===== config.mk =====
export PLATFORM = sky130hd
export DESIGN_NAME = frame_presentation_pacer_top_flat
export DESIGN_NICKNAME = d
export VERILOG_FILES = /design/src/sv/fpp_pkg.sv /design/src/sv/fpp_req_if.sv /design/src/sv/fpp_res_if.sv /design/src/sv/fpp_cfg_if.sv /design/src/sv/frame_presentation_pacer_top.sv /design/src/flat_wrapper.sv
export SDC_FILE = /design/constraint.sdc
export NUM_CORES = 2
export LEC_CHECK = 0
export BUFFER_PORTS_ARGS = -buffer_cell sky130_fd_sc_hd__buf_2
export CORE_ASPECT_RATIO = 1.25
export CORE_MARGIN = 5
export CORE_UTILIZATION = 55
export CTS_CLUSTER_SIZE = 10
export DETAILED_ROUTE_END_ITERATION = 6
export GPL_TIMING_DRIVEN = 0
export PLACE_DENSITY = 0.72
export SETUP_SLACK_MARGIN = 0.3
export SYNTH_ARGS = -nofsm -noshare
export SYNTH_HDL_FRONTEND = slang
export SYNTH_SLANG_ARGS = --single-unit

===== constraint.sdc =====
create_clock -name clk -period 11.4 [get_ports clk]
set_input_delay 1.71 -clock clk [delete_from_list [all_inputs] [get_ports clk]]
set_output_delay 1.71 -clock clk [all_outputs]
set_load 0.03 [all_outputs]

===== src/sv/fpp_pkg.sv =====
package fpp_pkg;

    // Default ring depth and fixed field widths.
    localparam int SLOTS_DEF  = 8;
    localparam int TIME_W     = 48;
    localparam int REQ_W      = 3;
    localparam int STATUS_W   = 4;
    localparam int SLOT_W     = 3;
    localparam int CNT_W      = 32;
    localparam int SUM_W      = 64;
    localparam int RETRY_W    = 16;
    localparam int SKIP_W     = 8;
    localparam int CFG_IDX_W  = 2;
    localparam int CFG_DATA_W = 16;

    // Configuration register indexes and their reset values.
    localparam logic [CFG_IDX_W-1:0] CFG_RETRY_WAIT = 2'd0;
    localparam logic [CFG_IDX_W-1:0] CFG_SKIP_LIMIT = 2'd1;
    localparam logic [RETRY_W-1:0]   RETRY_WAIT_RST = 16'd10;
    localparam logic [SKIP_W-1:0]    SKIP_LIMIT_RST = 8'd10;

    // Request codes.
    typedef enum logic [REQ_W-1:0] {
        REQ_FILL         = 3'd0,
        REQ_TICK         = 3'd1,
        REQ_FLUSH_SYNC   = 3'd2,
        REQ_FLUSH_DECODE = 3'd3,
        REQ_EOS          = 3'd4
    } req_t;

    // Result status codes.
    typedef enum logic [STATUS_W-1:0] {
        ST_FILLED       = 4'd0,
        ST_FILL_BLOCKED = 4'd1,
        ST_RING_FULL    = 4'd2,
        ST_EMPTY_WAIT   = 4'd3,
        ST_NOT_DUE      = 4'd4,
        ST_SHOWN        = 4'd5,
        ST_SKIPPED      = 4'd6,
        ST_EOF          = 4'd7,
        ST_FLUSHED      = 4'd8
    } status_t;

endpackage


===== src/sv/fpp_req_if.sv =====
// Request channel: one transaction carries one request.
interface fpp_req_if import fpp_pkg::*; ();
    logic              valid;
    logic              ready;
    logic [REQ_W-1:0]  req_type;
    logic [TIME_W-1:0] time_ms;

    modport source (output valid, output req_type, output time_ms, input ready);
    modport sink   (input valid, input req_type, input time_ms, output ready);
endinterface


===== src/sv/fpp_res_if.sv =====
// Result channel: one transaction carries the result of one request.
interface fpp_res_if import fpp_pkg::*; ();
    logic                valid;
    logic                ready;
    logic [STATUS_W-1:0] status;
    logic [TIME_W-1:0]   wait_ms;
    logic [SLOT_W-1:0]   slot;
    logic                paused;
    logic                ready_res;
    logic [TIME_W-1:0]   head_time;
    logic                release_decoder;
    logic [CNT_W-1:0]    late_frames;
    logic [CNT_W-1:0]    skipped_frames;
    logic [TIME_W-1:0]   max_lateness;
    logic [SUM_W-1:0]    total_lateness;

    modport source (
        output valid, output status, output wait_ms, output slot, output paused,
        output ready_res, output head_time, output release_decoder,
        output late_frames, output skipped_frames, output max_lateness,
        output total_lateness, input ready
    );
    modport sink (
        input valid, input status, input wait_ms, input slot, input paused,
        input ready_res, input head_time, input release_decoder,
        input late_frames, input skipped_frames, input max_lateness,
        input total_lateness, output ready
    );
endinterface


===== src/sv/fpp_cfg_if.sv =====
// Configuration write channel: one transaction writes one register.
interface fpp_cfg_if import fpp_pkg::*; ();
    logic                  valid;
    logic                  ready;
    logic [CFG_IDX_W-1:0]  index;
    logic [CFG_DATA_W-1:0] data;

    modport source (output valid, output index, output data, input ready);
    modport sink   (input valid, input index, input data, output ready);
endinterface


===== src/sv/frame_presentation_pacer_top.sv =====
// A request accepted into the input register is processed into the result register
// once that register is free or being emptied.
// Throughput: one request per cycle while results are taken; the slot time memory has
// two registered read ports that always track the play pointer and the slot after it.
// Reset: pointers, slot full flags, flags and statistics clear, pause sets, both
// configuration registers return to 10; slot times are undefined until written.
module frame_presentation_pacer_top import fpp_pkg::*; #(
    parameter int SLOTS = SLOTS_DEF
) (
    input logic       clk,
    input logic       rst_n,
    fpp_req_if.sink   req,
    fpp_res_if.source res,
    fpp_cfg_if.sink   cfg
);

    localparam int              PW       = $clog2(SLOTS);
    localparam logic [PW-1:0]   LAST     = PW'(SLOTS - 1);
    localparam logic [PW:0]     AHEAD    = (PW + 1)'(2 * SLOTS / 3);
    localparam logic [PW:0]     SLOTS_W  = (PW + 1)'(SLOTS);
    localparam logic [CNT_W-1:0] CNT_MAX = '1;

    function automatic logic [PW-1:0] ptr_inc(input logic [PW-1:0] p);
        return (p == LAST) ? '0 : p + 1'b1;
    endfunction

    // Configuration registers.
    logic [RETRY_W-1:0] retry_wait_reg;
    logic [SKIP_W-1:0]  skip_limit_reg;

    // Input register.
    logic              ireg_valid_reg;
    logic [REQ_W-1:0]  ireg_req_reg;
    logic [TIME_W-1:0] ireg_time_reg;

    // Pacer state.
    logic [SLOTS-1:0]  slot_full_reg, slot_full_next;
    logic [PW-1:0]     play_ptr_reg, play_ptr_next;
    logic [PW-1:0]     fill_ptr_reg, fill_ptr_next;
    logic              fill_blocked_reg, fill_blocked_next;
    logic              pause_flag_reg, pause_flag_next;
    logic              eof_latched_reg, eof_latched_next;
    logic              decoder_waiting_reg, decoder_waiting_next;
    logic [TIME_W-1:0] frame_period_reg, frame_period_next;
    logic [TIME_W-1:0] last_fill_reg, last_fill_next;
    logic [SKIP_W-1:0] consec_skips_reg, consec_skips_next;
    logic [CNT_W-1:0]  late_count_reg, late_count_next;
    logic [SUM_W-1:0]  late_sum_reg, late_sum_next;
    logic [TIME_W-1:0] late_peak_reg, late_peak_next;
    logic [CNT_W-1:0]  skip_count_reg, skip_count_next;

    // Slot time memory and its registered read ports.
    logic [TIME_W-1:0] display_times_mem [SLOTS];
    logic [TIME_W-1:0] head_time_reg;
    logic [TIME_W-1:0] next_time_reg;
    logic [PW-1:0]     rd_next_addr;
    logic              mem_we;

    // Result register.
    logic              res_valid_reg;
    status_t           status_reg, status_next;
    logic [TIME_W-1:0] wait_reg, wait_next;
    logic [SLOT_W-1:0] slot_reg, slot_next;
    logic              release_reg, release_next;

    logic              proc;
    logic [TIME_W-1:0] late;
    logic [SUM_W:0]    late_sum_wide;
    logic [PW-1:0]     play_inc;
    logic [PW:0]       ahead_sum;
    logic [PW-1:0]     ahead_idx;

    // A request is processed when the result register is free or being emptied.
    assign proc      = ireg_valid_reg && (!res_valid_reg || res.ready);
    assign req.ready = !ireg_valid_reg || proc;
    assign cfg.ready = 1'b1;

    // Configuration writes.
    always_ff @(posedge clk or negedge rst_n)
    begin
        if (!rst_n)
        begin
            retry_wait_reg <= RETRY_WAIT_RST;
            skip_limit_reg <= SKIP_LIMIT_RST;
        end
        else if (cfg.valid)
        begin
            case (cfg.index)
                CFG_RETRY_WAIT: retry_wait_reg <= cfg.data[RETRY_W-1:0];
                CFG_SKIP_LIMIT: skip_limit_reg <= cfg.data[SKIP_W-1:0];
                default:        ;
            endcase
        end
    end

    // Input register valid.
    always_ff @(posedge clk or negedge rst_n)
    begin
        if (!rst_n)
        begin
            ireg_valid_reg <= 1'b0;
        end
        else if (req.valid && req.ready)
        begin
            ireg_valid_reg <= 1'b1;
        end
        else if (proc)
        begin
            ireg_valid_reg <= 1'b0;
        end
    end

    // Input register payload.
    always_ff @(posedge clk)
    begin
        if (req.valid && req.ready)
        begin
            ireg_req_reg  <= req.req_type;
            ireg_time_reg <= req.time_ms;
        end
    end

    // Shared arithmetic for a play tick.
    assign late          = ireg_time_reg - head_time_reg;
    assign late_sum_wide = {1'b0, late_sum_reg} + (SUM_W + 1)'(late);
    assign play_inc      = ptr_inc(play_ptr_reg);

    // Next state and result for the request in the input register.
    always_comb
    begin
        slot_full_next       = slot_full_reg;
        play_ptr_next        = play_ptr_reg;
        fill_ptr_next        = fill_ptr_reg;
        fill_blocked_next    = fill_blocked_reg;
        pause_flag_next      = pause_flag_reg;
        eof_latched_next     = eof_latched_reg;
        decoder_waiting_next = decoder_waiting_reg;
        frame_period_next    = frame_period_reg;
        last_fill_next       = last_fill_reg;
        consec_skips_next    = consec_skips_reg;
        late_count_next      = late_count_reg;
        late_sum_next        = late_sum_reg;
        late_peak_next       = late_peak_reg;
        skip_count_next      = skip_count_reg;
        status_next          = ST_FILL_BLOCKED;
        wait_next            = '0;
        slot_next            = '0;
        release_next         = 1'b0;
        mem_we               = 1'b0;

        if (proc)
        begin
            case (ireg_req_reg)
                REQ_FILL:
                begin
                    slot_next = SLOT_W'(fill_ptr_reg);
                    if (fill_blocked_reg)
                    begin
                        status_next = ST_FILL_BLOCKED;
                    end
                    else if (slot_full_reg[fill_ptr_reg])
                    begin
                        decoder_waiting_next = 1'b1;
                        status_next          = ST_RING_FULL;
                    end
                    else
                    begin
                        mem_we                        = 1'b1;
                        slot_full_next[fill_ptr_reg]  = 1'b1;
                        fill_ptr_next                 = ptr_inc(fill_ptr_reg);
                        if (frame_period_reg == '0)
                        begin
                            frame_period_next = ireg_time_reg - last_fill_reg;
                        end
                        last_fill_next = ireg_time_reg;
                        status_next    = ST_FILLED;
                    end
                end
                REQ_TICK:
                begin
                    slot_next = SLOT_W'(play_ptr_reg);
                    if (!slot_full_reg[play_ptr_reg])
                    begin
                        // Nothing to present: end of stream or try again later.
                        if (eof_latched_reg)
                        begin
                            status_next = ST_EOF;
                        end
                        else
                        begin
                            status_next = ST_EMPTY_WAIT;
                            wait_next   = TIME_W'(retry_wait_reg);
                        end
                    end
                    else if (head_time_reg > ireg_time_reg)
                    begin
                        status_next = ST_NOT_DUE;
                        wait_next   = head_time_reg - ireg_time_reg;
                    end
                    else
                    begin
                        // Lateness statistics.
                        if (late != '0)
                        begin
                            if (late_count_reg != CNT_MAX)
                            begin
                                late_count_next = late_count_reg + 1'b1;
                            end
                            late_sum_next = late_sum_wide[SUM_W] ? '1 : late_sum_wide[SUM_W-1:0];
                            if (late > late_peak_reg)
                            begin
                                late_peak_next = late;
                            end
                        end
                        pause_flag_next = 1'b0;

                        // Show or skip.
                        if (frame_period_reg == '0 || late < frame_period_reg ||
                            consec_skips_reg > skip_limit_reg)
                        begin
                            consec_skips_next = '0;
                            status_next       = ST_SHOWN;
                        end
                        else
                        begin
                            if (skip_count_reg != CNT_MAX)
                            begin
                                skip_count_next = skip_count_reg + 1'b1;
                            end
                            if (consec_skips_reg != '1)
                            begin
                                consec_skips_next = consec_skips_reg + 1'b1;
                            end
                            status_next = ST_SKIPPED;
                        end

                        slot_full_next[play_ptr_reg] = 1'b0;
                        play_ptr_next                = play_inc;
                        if (decoder_waiting_reg)
                        begin
                            decoder_waiting_next = 1'b0;
                            release_next         = 1'b1;
                        end

                        // Time to the following frame sets the period estimate.
                        if (slot_full_reg[play_inc])
                        begin
                            if (next_time_reg < ireg_time_reg)
                            begin
                                wait_next = '0;
                            end
                            else
                            begin
                                frame_period_next = next_time_reg - ireg_time_reg;
                                wait_next         = next_time_reg - ireg_time_reg;
                            end
                        end
                        else
                        begin
                            frame_period_next = '0;
                            wait_next         = TIME_W'(retry_wait_reg);
                        end
                    end
                end
                REQ_FLUSH_SYNC:
                begin
                    fill_blocked_next = 1'b1;
                    eof_latched_next  = 1'b0;
                    pause_flag_next   = 1'b1;
                    if (decoder_waiting_reg)
                    begin
                        decoder_waiting_next = 1'b0;
                        release_next         = 1'b1;
                    end
                    status_next = ST_FLUSHED;
                end
                REQ_FLUSH_DECODE:
                begin
                    slot_full_next    = '0;
                    play_ptr_next     = '0;
                    fill_ptr_next     = '0;
                    fill_blocked_next = 1'b0;
                    status_next       = ST_FLUSHED;
                end
                REQ_EOS:
                begin
                    eof_latched_next = 1'b1;
                    status_next      = ST_EOF;
                end
                default:
                begin
                    status_next = ST_FILL_BLOCKED;
                end
            endcase
        end
    end

    // Pacer state registers.
    always_ff @(posedge clk or negedge rst_n)
    begin
        if (!rst_n)
        begin
            slot_full_reg       <= '0;
            play_ptr_reg        <= '0;
            fill_ptr_reg        <= '0;
            fill_blocked_reg    <= 1'b0;
            pause_flag_reg      <= 1'b1;
            eof_latched_reg     <= 1'b0;
            decoder_waiting_reg <= 1'b0;
            frame_period_reg    <= '0;
            last_fill_reg       <= '0;
            consec_skips_reg    <= '0;
            late_count_reg      <= '0;
            late_sum_reg        <= '0;
            late_peak_reg       <= '0;
            skip_count_reg      <= '0;
        end
        else
        begin
            slot_full_reg       <= slot_full_next;
            play_ptr_reg        <= play_ptr_next;
            fill_ptr_reg        <= fill_ptr_next;
            fill_blocked_reg    <= fill_blocked_next;
            pause_flag_reg      <= pause_flag_next;
            eof_latched_reg     <= eof_latched_next;
            decoder_waiting_reg <= decoder_waiting_next;
            frame_period_reg    <= frame_period_next;
            last_fill_reg       <= last_fill_next;
            consec_skips_reg    <= consec_skips_next;
            late_count_reg      <= late_count_next;
            late_sum_reg        <= late_sum_next;
            late_peak_reg       <= late_peak_next;
            skip_count_reg      <= skip_count_next;
        end
    end

    // Slot time memory: one write port, two read ports that follow the play
    // pointer, with the write of the same cycle forwarded.
    assign rd_next_addr = ptr_inc(play_ptr_next);

    always_ff @(posedge clk)
    begin
        if (mem_we)
        begin
            display_times_mem[fill_ptr_reg] <= ireg_time_reg;
        end
        if (mem_we && fill_ptr_reg == play_ptr_next)
        begin
            head_time_reg <= ireg_time_reg;
        end
        else
        begin
            head_time_reg <= display_times_mem[play_ptr_next];
        end
        if (mem_we && fill_ptr_reg == rd_next_addr)
        begin
            next_time_reg <= ireg_time_reg;
        end
        else
        begin
            next_time_reg <= display_times_mem[rd_next_addr];
        end
    end

    // Result register valid.
    always_ff @(posedge clk or negedge rst_n)
    begin
        if (!rst_n)
        begin
            res_valid_reg <= 1'b0;
        end
        else if (proc)
        begin
            res_valid_reg <= 1'b1;
        end
        else if (res.ready)
        begin
            res_valid_reg <= 1'b0;
        end
    end

    // Result register payload.
    always_ff @(posedge clk)
    begin
        if (proc)
        begin
            status_reg  <= status_next;
            wait_reg    <= wait_next;
            slot_reg    <= slot_next;
            release_reg <= release_next;
        end
    end

    // Readiness looks at the slot two thirds of the ring ahead of the play pointer.
    assign ahead_sum = {1'b0, play_ptr_reg} + AHEAD;
    assign ahead_idx = (ahead_sum >= SLOTS_W) ? PW'(ahead_sum - SLOTS_W) : ahead_sum[PW-1:0];

    // State-derived result fields only change when the next request is processed,
    // which cannot happen while a result waits, so they come straight from state.
    assign res.valid           = res_valid_reg;
    assign res.status          = status_reg;
    assign res.wait_ms         = wait_reg;
    assign res.slot            = slot_reg;
    assign res.release_decoder = release_reg;
    assign res.paused          = pause_flag_reg;
    assign res.ready_res       = !fill_blocked_reg && slot_full_reg[ahead_idx];
    assign res.head_time       = head_time_reg;
    assign res.late_frames     = late_count_reg;
    assign res.skipped_frames  = skip_count_reg;
    assign res.max_lateness    = late_peak_reg;
    assign res.total_lateness  = late_sum_reg;

`ifndef SYNTH
    // A successful fill only ever lands in an empty slot.
    assert property (@(posedge clk) disable iff (!rst_n)
        proc && status_next == ST_FILLED |-> !slot_full_reg[fill_ptr_reg])
        else $error("fill wrote into a full slot");

    // Presenting a frame always moves the play pointer on.
    assert property (@(posedge clk) disable iff (!rst_n)
        proc && (status_next == ST_SHOWN || status_next == ST_SKIPPED)
        |=> play_ptr_reg != $past(play_ptr_reg))
        else $error("play pointer did not advance after presenting a frame");

    // A decode flush leaves an empty ring with both pointers at the start.
    assert property (@(posedge clk) disable iff (!rst_n)
        proc && ireg_req_reg == REQ_FLUSH_DECODE
        |=> slot_full_reg == '0 && play_ptr_reg == '0 && fill_ptr_reg == '0)
        else $error("decode flush did not clear the ring");

    // The decoder is released only when it was waiting.
    assert property (@(posedge clk) disable iff (!rst_n)
        proc && release_next |-> decoder_waiting_reg)
        else $error("decoder released while not waiting");
`endif

endmodule

===== src/flat_wrapper.sv =====
// flat-port wrapper written by rule: the top's interface ports become plain ports
module frame_presentation_pacer_top_flat import fpp_pkg::*;
#(
    parameter int SLOTS = SLOTS_DEF
)
  (clk, rst_n, req_valid, req_req_type, req_time_ms, req_ready, res_valid, res_status, res_wait_ms, res_slot, res_paused, res_ready_res, res_head_time, res_release_decoder, res_late_frames, res_skipped_frames, res_max_lateness, res_total_lateness, res_ready, cfg_valid, cfg_index, cfg_data, cfg_ready);
  fpp_req_if req_i ();
  fpp_res_if res_i ();
  fpp_cfg_if cfg_i ();
  input logic clk;
  input logic rst_n;
  input wire logic [$bits(req_i.valid)-1:0] req_valid;
  input wire logic [$bits(req_i.req_type)-1:0] req_req_type;
  input wire logic [$bits(req_i.time_ms)-1:0] req_time_ms;
  output wire logic [$bits(req_i.ready)-1:0] req_ready;
  output wire logic [$bits(res_i.valid)-1:0] res_valid;
  output wire logic [$bits(res_i.status)-1:0] res_status;
  output wire logic [$bits(res_i.wait_ms)-1:0] res_wait_ms;
  output wire logic [$bits(res_i.slot)-1:0] res_slot;
  output wire logic [$bits(res_i.paused)-1:0] res_paused;
  output wire logic [$bits(res_i.ready_res)-1:0] res_ready_res;
  output wire logic [$bits(res_i.head_time)-1:0] res_head_time;
  output wire logic [$bits(res_i.release_decoder)-1:0] res_release_decoder;
  output wire logic [$bits(res_i.late_frames)-1:0] res_late_frames;
  output wire logic [$bits(res_i.skipped_frames)-1:0] res_skipped_frames;
  output wire logic [$bits(res_i.max_lateness)-1:0] res_max_lateness;
  output wire logic [$bits(res_i.total_lateness)-1:0] res_total_lateness;
  input wire logic [$bits(res_i.ready)-1:0] res_ready;
  input wire logic [$bits(cfg_i.valid)-1:0] cfg_valid;
  input wire logic [$bits(cfg_i.index)-1:0] cfg_index;
  input wire logic [$bits(cfg_i.data)-1:0] cfg_data;
  output wire logic [$bits(cfg_i.ready)-1:0] cfg_ready;
  assign req_i.valid = req_valid;
  assign req_i.req_type = req_req_type;
  assign req_i.time_ms = req_time_ms;
  assign req_ready = req_i.ready;
  assign res_valid = res_i.valid;
  assign res_status = res_i.status;
  assign res_wait_ms = res_i.wait_ms;
  assign res_slot = res_i.slot;
  assign res_paused = res_i.paused;
  assign res_ready_res = res_i.ready_res;
  assign res_head_time = res_i.head_time;
  assign res_release_decoder = res_i.release_decoder;
  assign res_late_frames = res_i.late_frames;
  assign res_skipped_frames = res_i.skipped_frames;
  assign res_max_lateness = res_i.max_lateness;
  assign res_total_lateness = res_i.total_lateness;
  assign res_i.ready = res_ready;
  assign cfg_i.valid = cfg_valid;
  assign cfg_i.index = cfg_index;
  assign cfg_i.data = cfg_data;
  assign cfg_ready = cfg_i.ready;
  frame_presentation_pacer_top #(.SLOTS(SLOTS)) u_core (.clk(clk), .rst_n(rst_n), .req(req_i), .res(res_i), .cfg(cfg_i));
endmodule

==> summary.txt <==
initial antenna violation count - 1
Tcrit/Tclk final - 93.1%
most frequent cells in the layout - 491 x edfxtp_1, 382 x buf_2, 352 x ha_1, 341 x a21oi_1, 326 x nor2_1
Worst Path Buf+Inv - 5
# DRC - 0
Hold Path Class - flop to flop
Chip Height - 354 µm
Pre-Repair DR Iteration Count - 6
Worst-Margin Slew - 1.43 ns
global-route wire length before repair - 263000 µm
fmax - 0.0942 GHz
GRT Resource Usage Total - 34.6%
Core Rows - 126
Async SR Flop Fraction - 39.5%
Final Critical Period - 10.62 ns
total power - 13.1 mW
initial cell density of the core - 55.2%
wire length on met3 - 13600 µm
clock slew at reported path FFs - 0.06 ns
clk buf depth - 3
arrival time worst endpoint - 11.15 ns
vias in the first global route - 41100
I/O Pins - 359
area grow syn2layout - 13.0%
Post-Syn Nets - 5176
CP delay by family, top - compound AO/OA/AOI/OAI gates
top cell type's share of synthesized area - 28.4%
cts hold-fix bufs - 0
Top cell by count, worst path - clkbuf_1
die area - 101000 µm²
top routing layer in use - met4
CTS tree - done
antenna-violating nets left - 0
Slew Viols, Final - 0
Buffers on Ports - 357
VDD IR-drop max - 163 µV
setup_tns - 0 ns
final hold viol count - 0
number of enable flip-flop cells after synthesis - 491
Post-Route Utilization - 62.4%
GRT Residual Overflow - 0
sequential fraction of the synthesis area - 44.2%
Sink Count - 821
Most used DFF post-synth - edfxtp_1
commonest non-fill, non-tap cell in the layout - edfxtp_1
cell taking the most area after synthesis - edfxtp_1
max incr delay on CP - 0.83 ns
mapped cell area - 51900 µm²
Required @ worst endpoint - 11.94 ns
Synth Register Bits - 821
cts bufs inserted - 94
max reg flops - 384
Max Cap Viol - 0
CP Max Fanout - 10
largest net degree at the start of global routing - 115
distinct cell type count after synthesis - 94
post-synthesis cell count - 4745
placed wire-length estimate - 142000 µm
initial DRC count - 3755
Worst slew margin - 4.52%
Metal-1 WL - 70900 µm
Critical Path Start Type - flop
run status - finished, final reports clean
# setup viols final - 0
Pleak - 24.5 nW
met2 routed WL - 84400 µm
Mapped Avg Cell Area - 10.9 µm²
final WL - 179000 µm
clk root buf - clkbuf_16
CTS H-tree lvls - 3
largest cells by area after synthesis - edfxtp_1 28%, dfrtp_1 15%, ha_1 8.5%
RSZ-0062 raised after global routing - false
core area - 94100 µm²
wire per inst - 27.4 µm
layout cells sized above 1 - 17.2%
via count - 41600
via-per-instance ratio - 6.38
Clock Latency Late Sink - 0.69 ns
Setup crit end kind - flop
nets@finish - 5670
Clock Skews - 0.0498 ns
Die W - 285 µm
warnings from Yosys - 0
Top reg by flops - u_core.display_times_mem
power per cell area - 223 nW/µm²
crit path max-delay cell type - buf_1
Routability Congestion - 1.04
crit path kind - flop to flop
synth_stat cells (all sizes together) (16+ instances only):
cell and instances:
edfxtp 491, ha 352, a21oi 344, nor2 328
inv 322, dfrtp 319, nand2 308, o21ai 226
mux4 195, a21o 169, xnor2 165, clkbuf 154
mux2 139, xor2 98, nand4 89, nor3 84
nand3 77, a31oi 68, buf 65, mux2i 63
nor2b 54, o21a 51, a211oi 45, nand2b 45
and3 43, o21bai 37, a221oi 32, nor4 29
and2 28, o31ai 26, a22oi 24, or3 19
a22o 16, and4 16, o211ai 16, o221ai 16
final cells by class:
| class | count | area, µm² |
|---|---|---|
| multi-input cells | 3383 | 27000 |
| well taps | 1216 | 1520 |
| fillers | 7710 | 35400 |
| inverters | 322 | 1210 |
| diodes | 3 | 7.51 |
| repair buffers | 398 | 2310 |
| clock buffers | 158 | 2730 |
| plain buffers | 219 | 888 |
| clock inverters | 6 | 119 |
| flip-flops and latches | 821 | 23000 |
path summary, 6_finish.rpt:
kind                                    from                       endpoint  slack (ns)  depth (start not counted)
min in group asynchronous              rst_n     u_core.res.late_frames[22]        0.95                          1
max                                     flop  u_core.res.skipped_frames[18]        0.78                         28
min                        u_core.res.paused              u_core.res.paused        0.48                          2
max in group asynchronous              rst_n       u_core.last_fill_reg[47]        9.07                          3
max reg2reg                             flop  u_core.res.skipped_frames[18]        0.78                         28
min reg2reg                u_core.res.paused              u_core.res.paused        0.48                          2
worst register-to-register path: cells and delay by family (launching register included):
family | cells | cell delay, ns
compound gates | 11 | 3.25
xor+xnor | 1 | 0.17
fa+ha+maj | 2 | 0.72
buf+inv | 5 | 2.60
flops | 1 | 0.31
mux | 2 | 1.36
simple gates | 7 | 2.10
per-layer routing:
metal  track usage (%)  vias to the layer above
met2              57.4                     1967
met3              4.61                      379
met5                 0                        -
met4              15.8                        0
met1              45.9                    20500
li1                  -                    18700
logic make-up (layout without fill, tap and decap cells):
family	after synthesis	after routing	share of synthesized area, %
adders and majority gates	357	357	8.67
other	1	4	0.00722
xor gates and xnor gates	263	263	4.43
and+or+nand+nor	1158	1158	10.7
buffers and inverters	541	1103	4.03
AOI/OAI and AO/OA	1207	1207	15.1
DFF	821	821	44.2
muxes	397	397	12.8
what timing repair did:
| action | in CTS | in global routing |
|---|---|---|
| endpoints found under the hold margin | 0 | 0 |
| setup buffers | 0 | 0 |
| pin swaps | 0 | 0 |
| gates resized for setup | 4 | 1 |
| endpoints found under the setup margin | 17 | 28 |
per-stage QoR:
stage	worst slack (ns)	hold slack, ns	cells	area [µm²]
finish	0.783	0.478	6526	58700
global route	0.403	0.507	6523	58700
CTS	0.475	0.481	6523	58700
detailed placement	0.231	0.466	6359	55800
global placement	-2.07	0.459	6318	55300
floorplan	3.22	0.457	4745	51900
where the power goes:
| group | switching, mW | internal (mW) |
|---|---|---|
| combinational | 3.97 | 2.36 |
| sequential | 0.324 | 3.55 |
| clock | 1.22 | 1.64 |
Note: power is estimated with default switching activity, not from simulation.
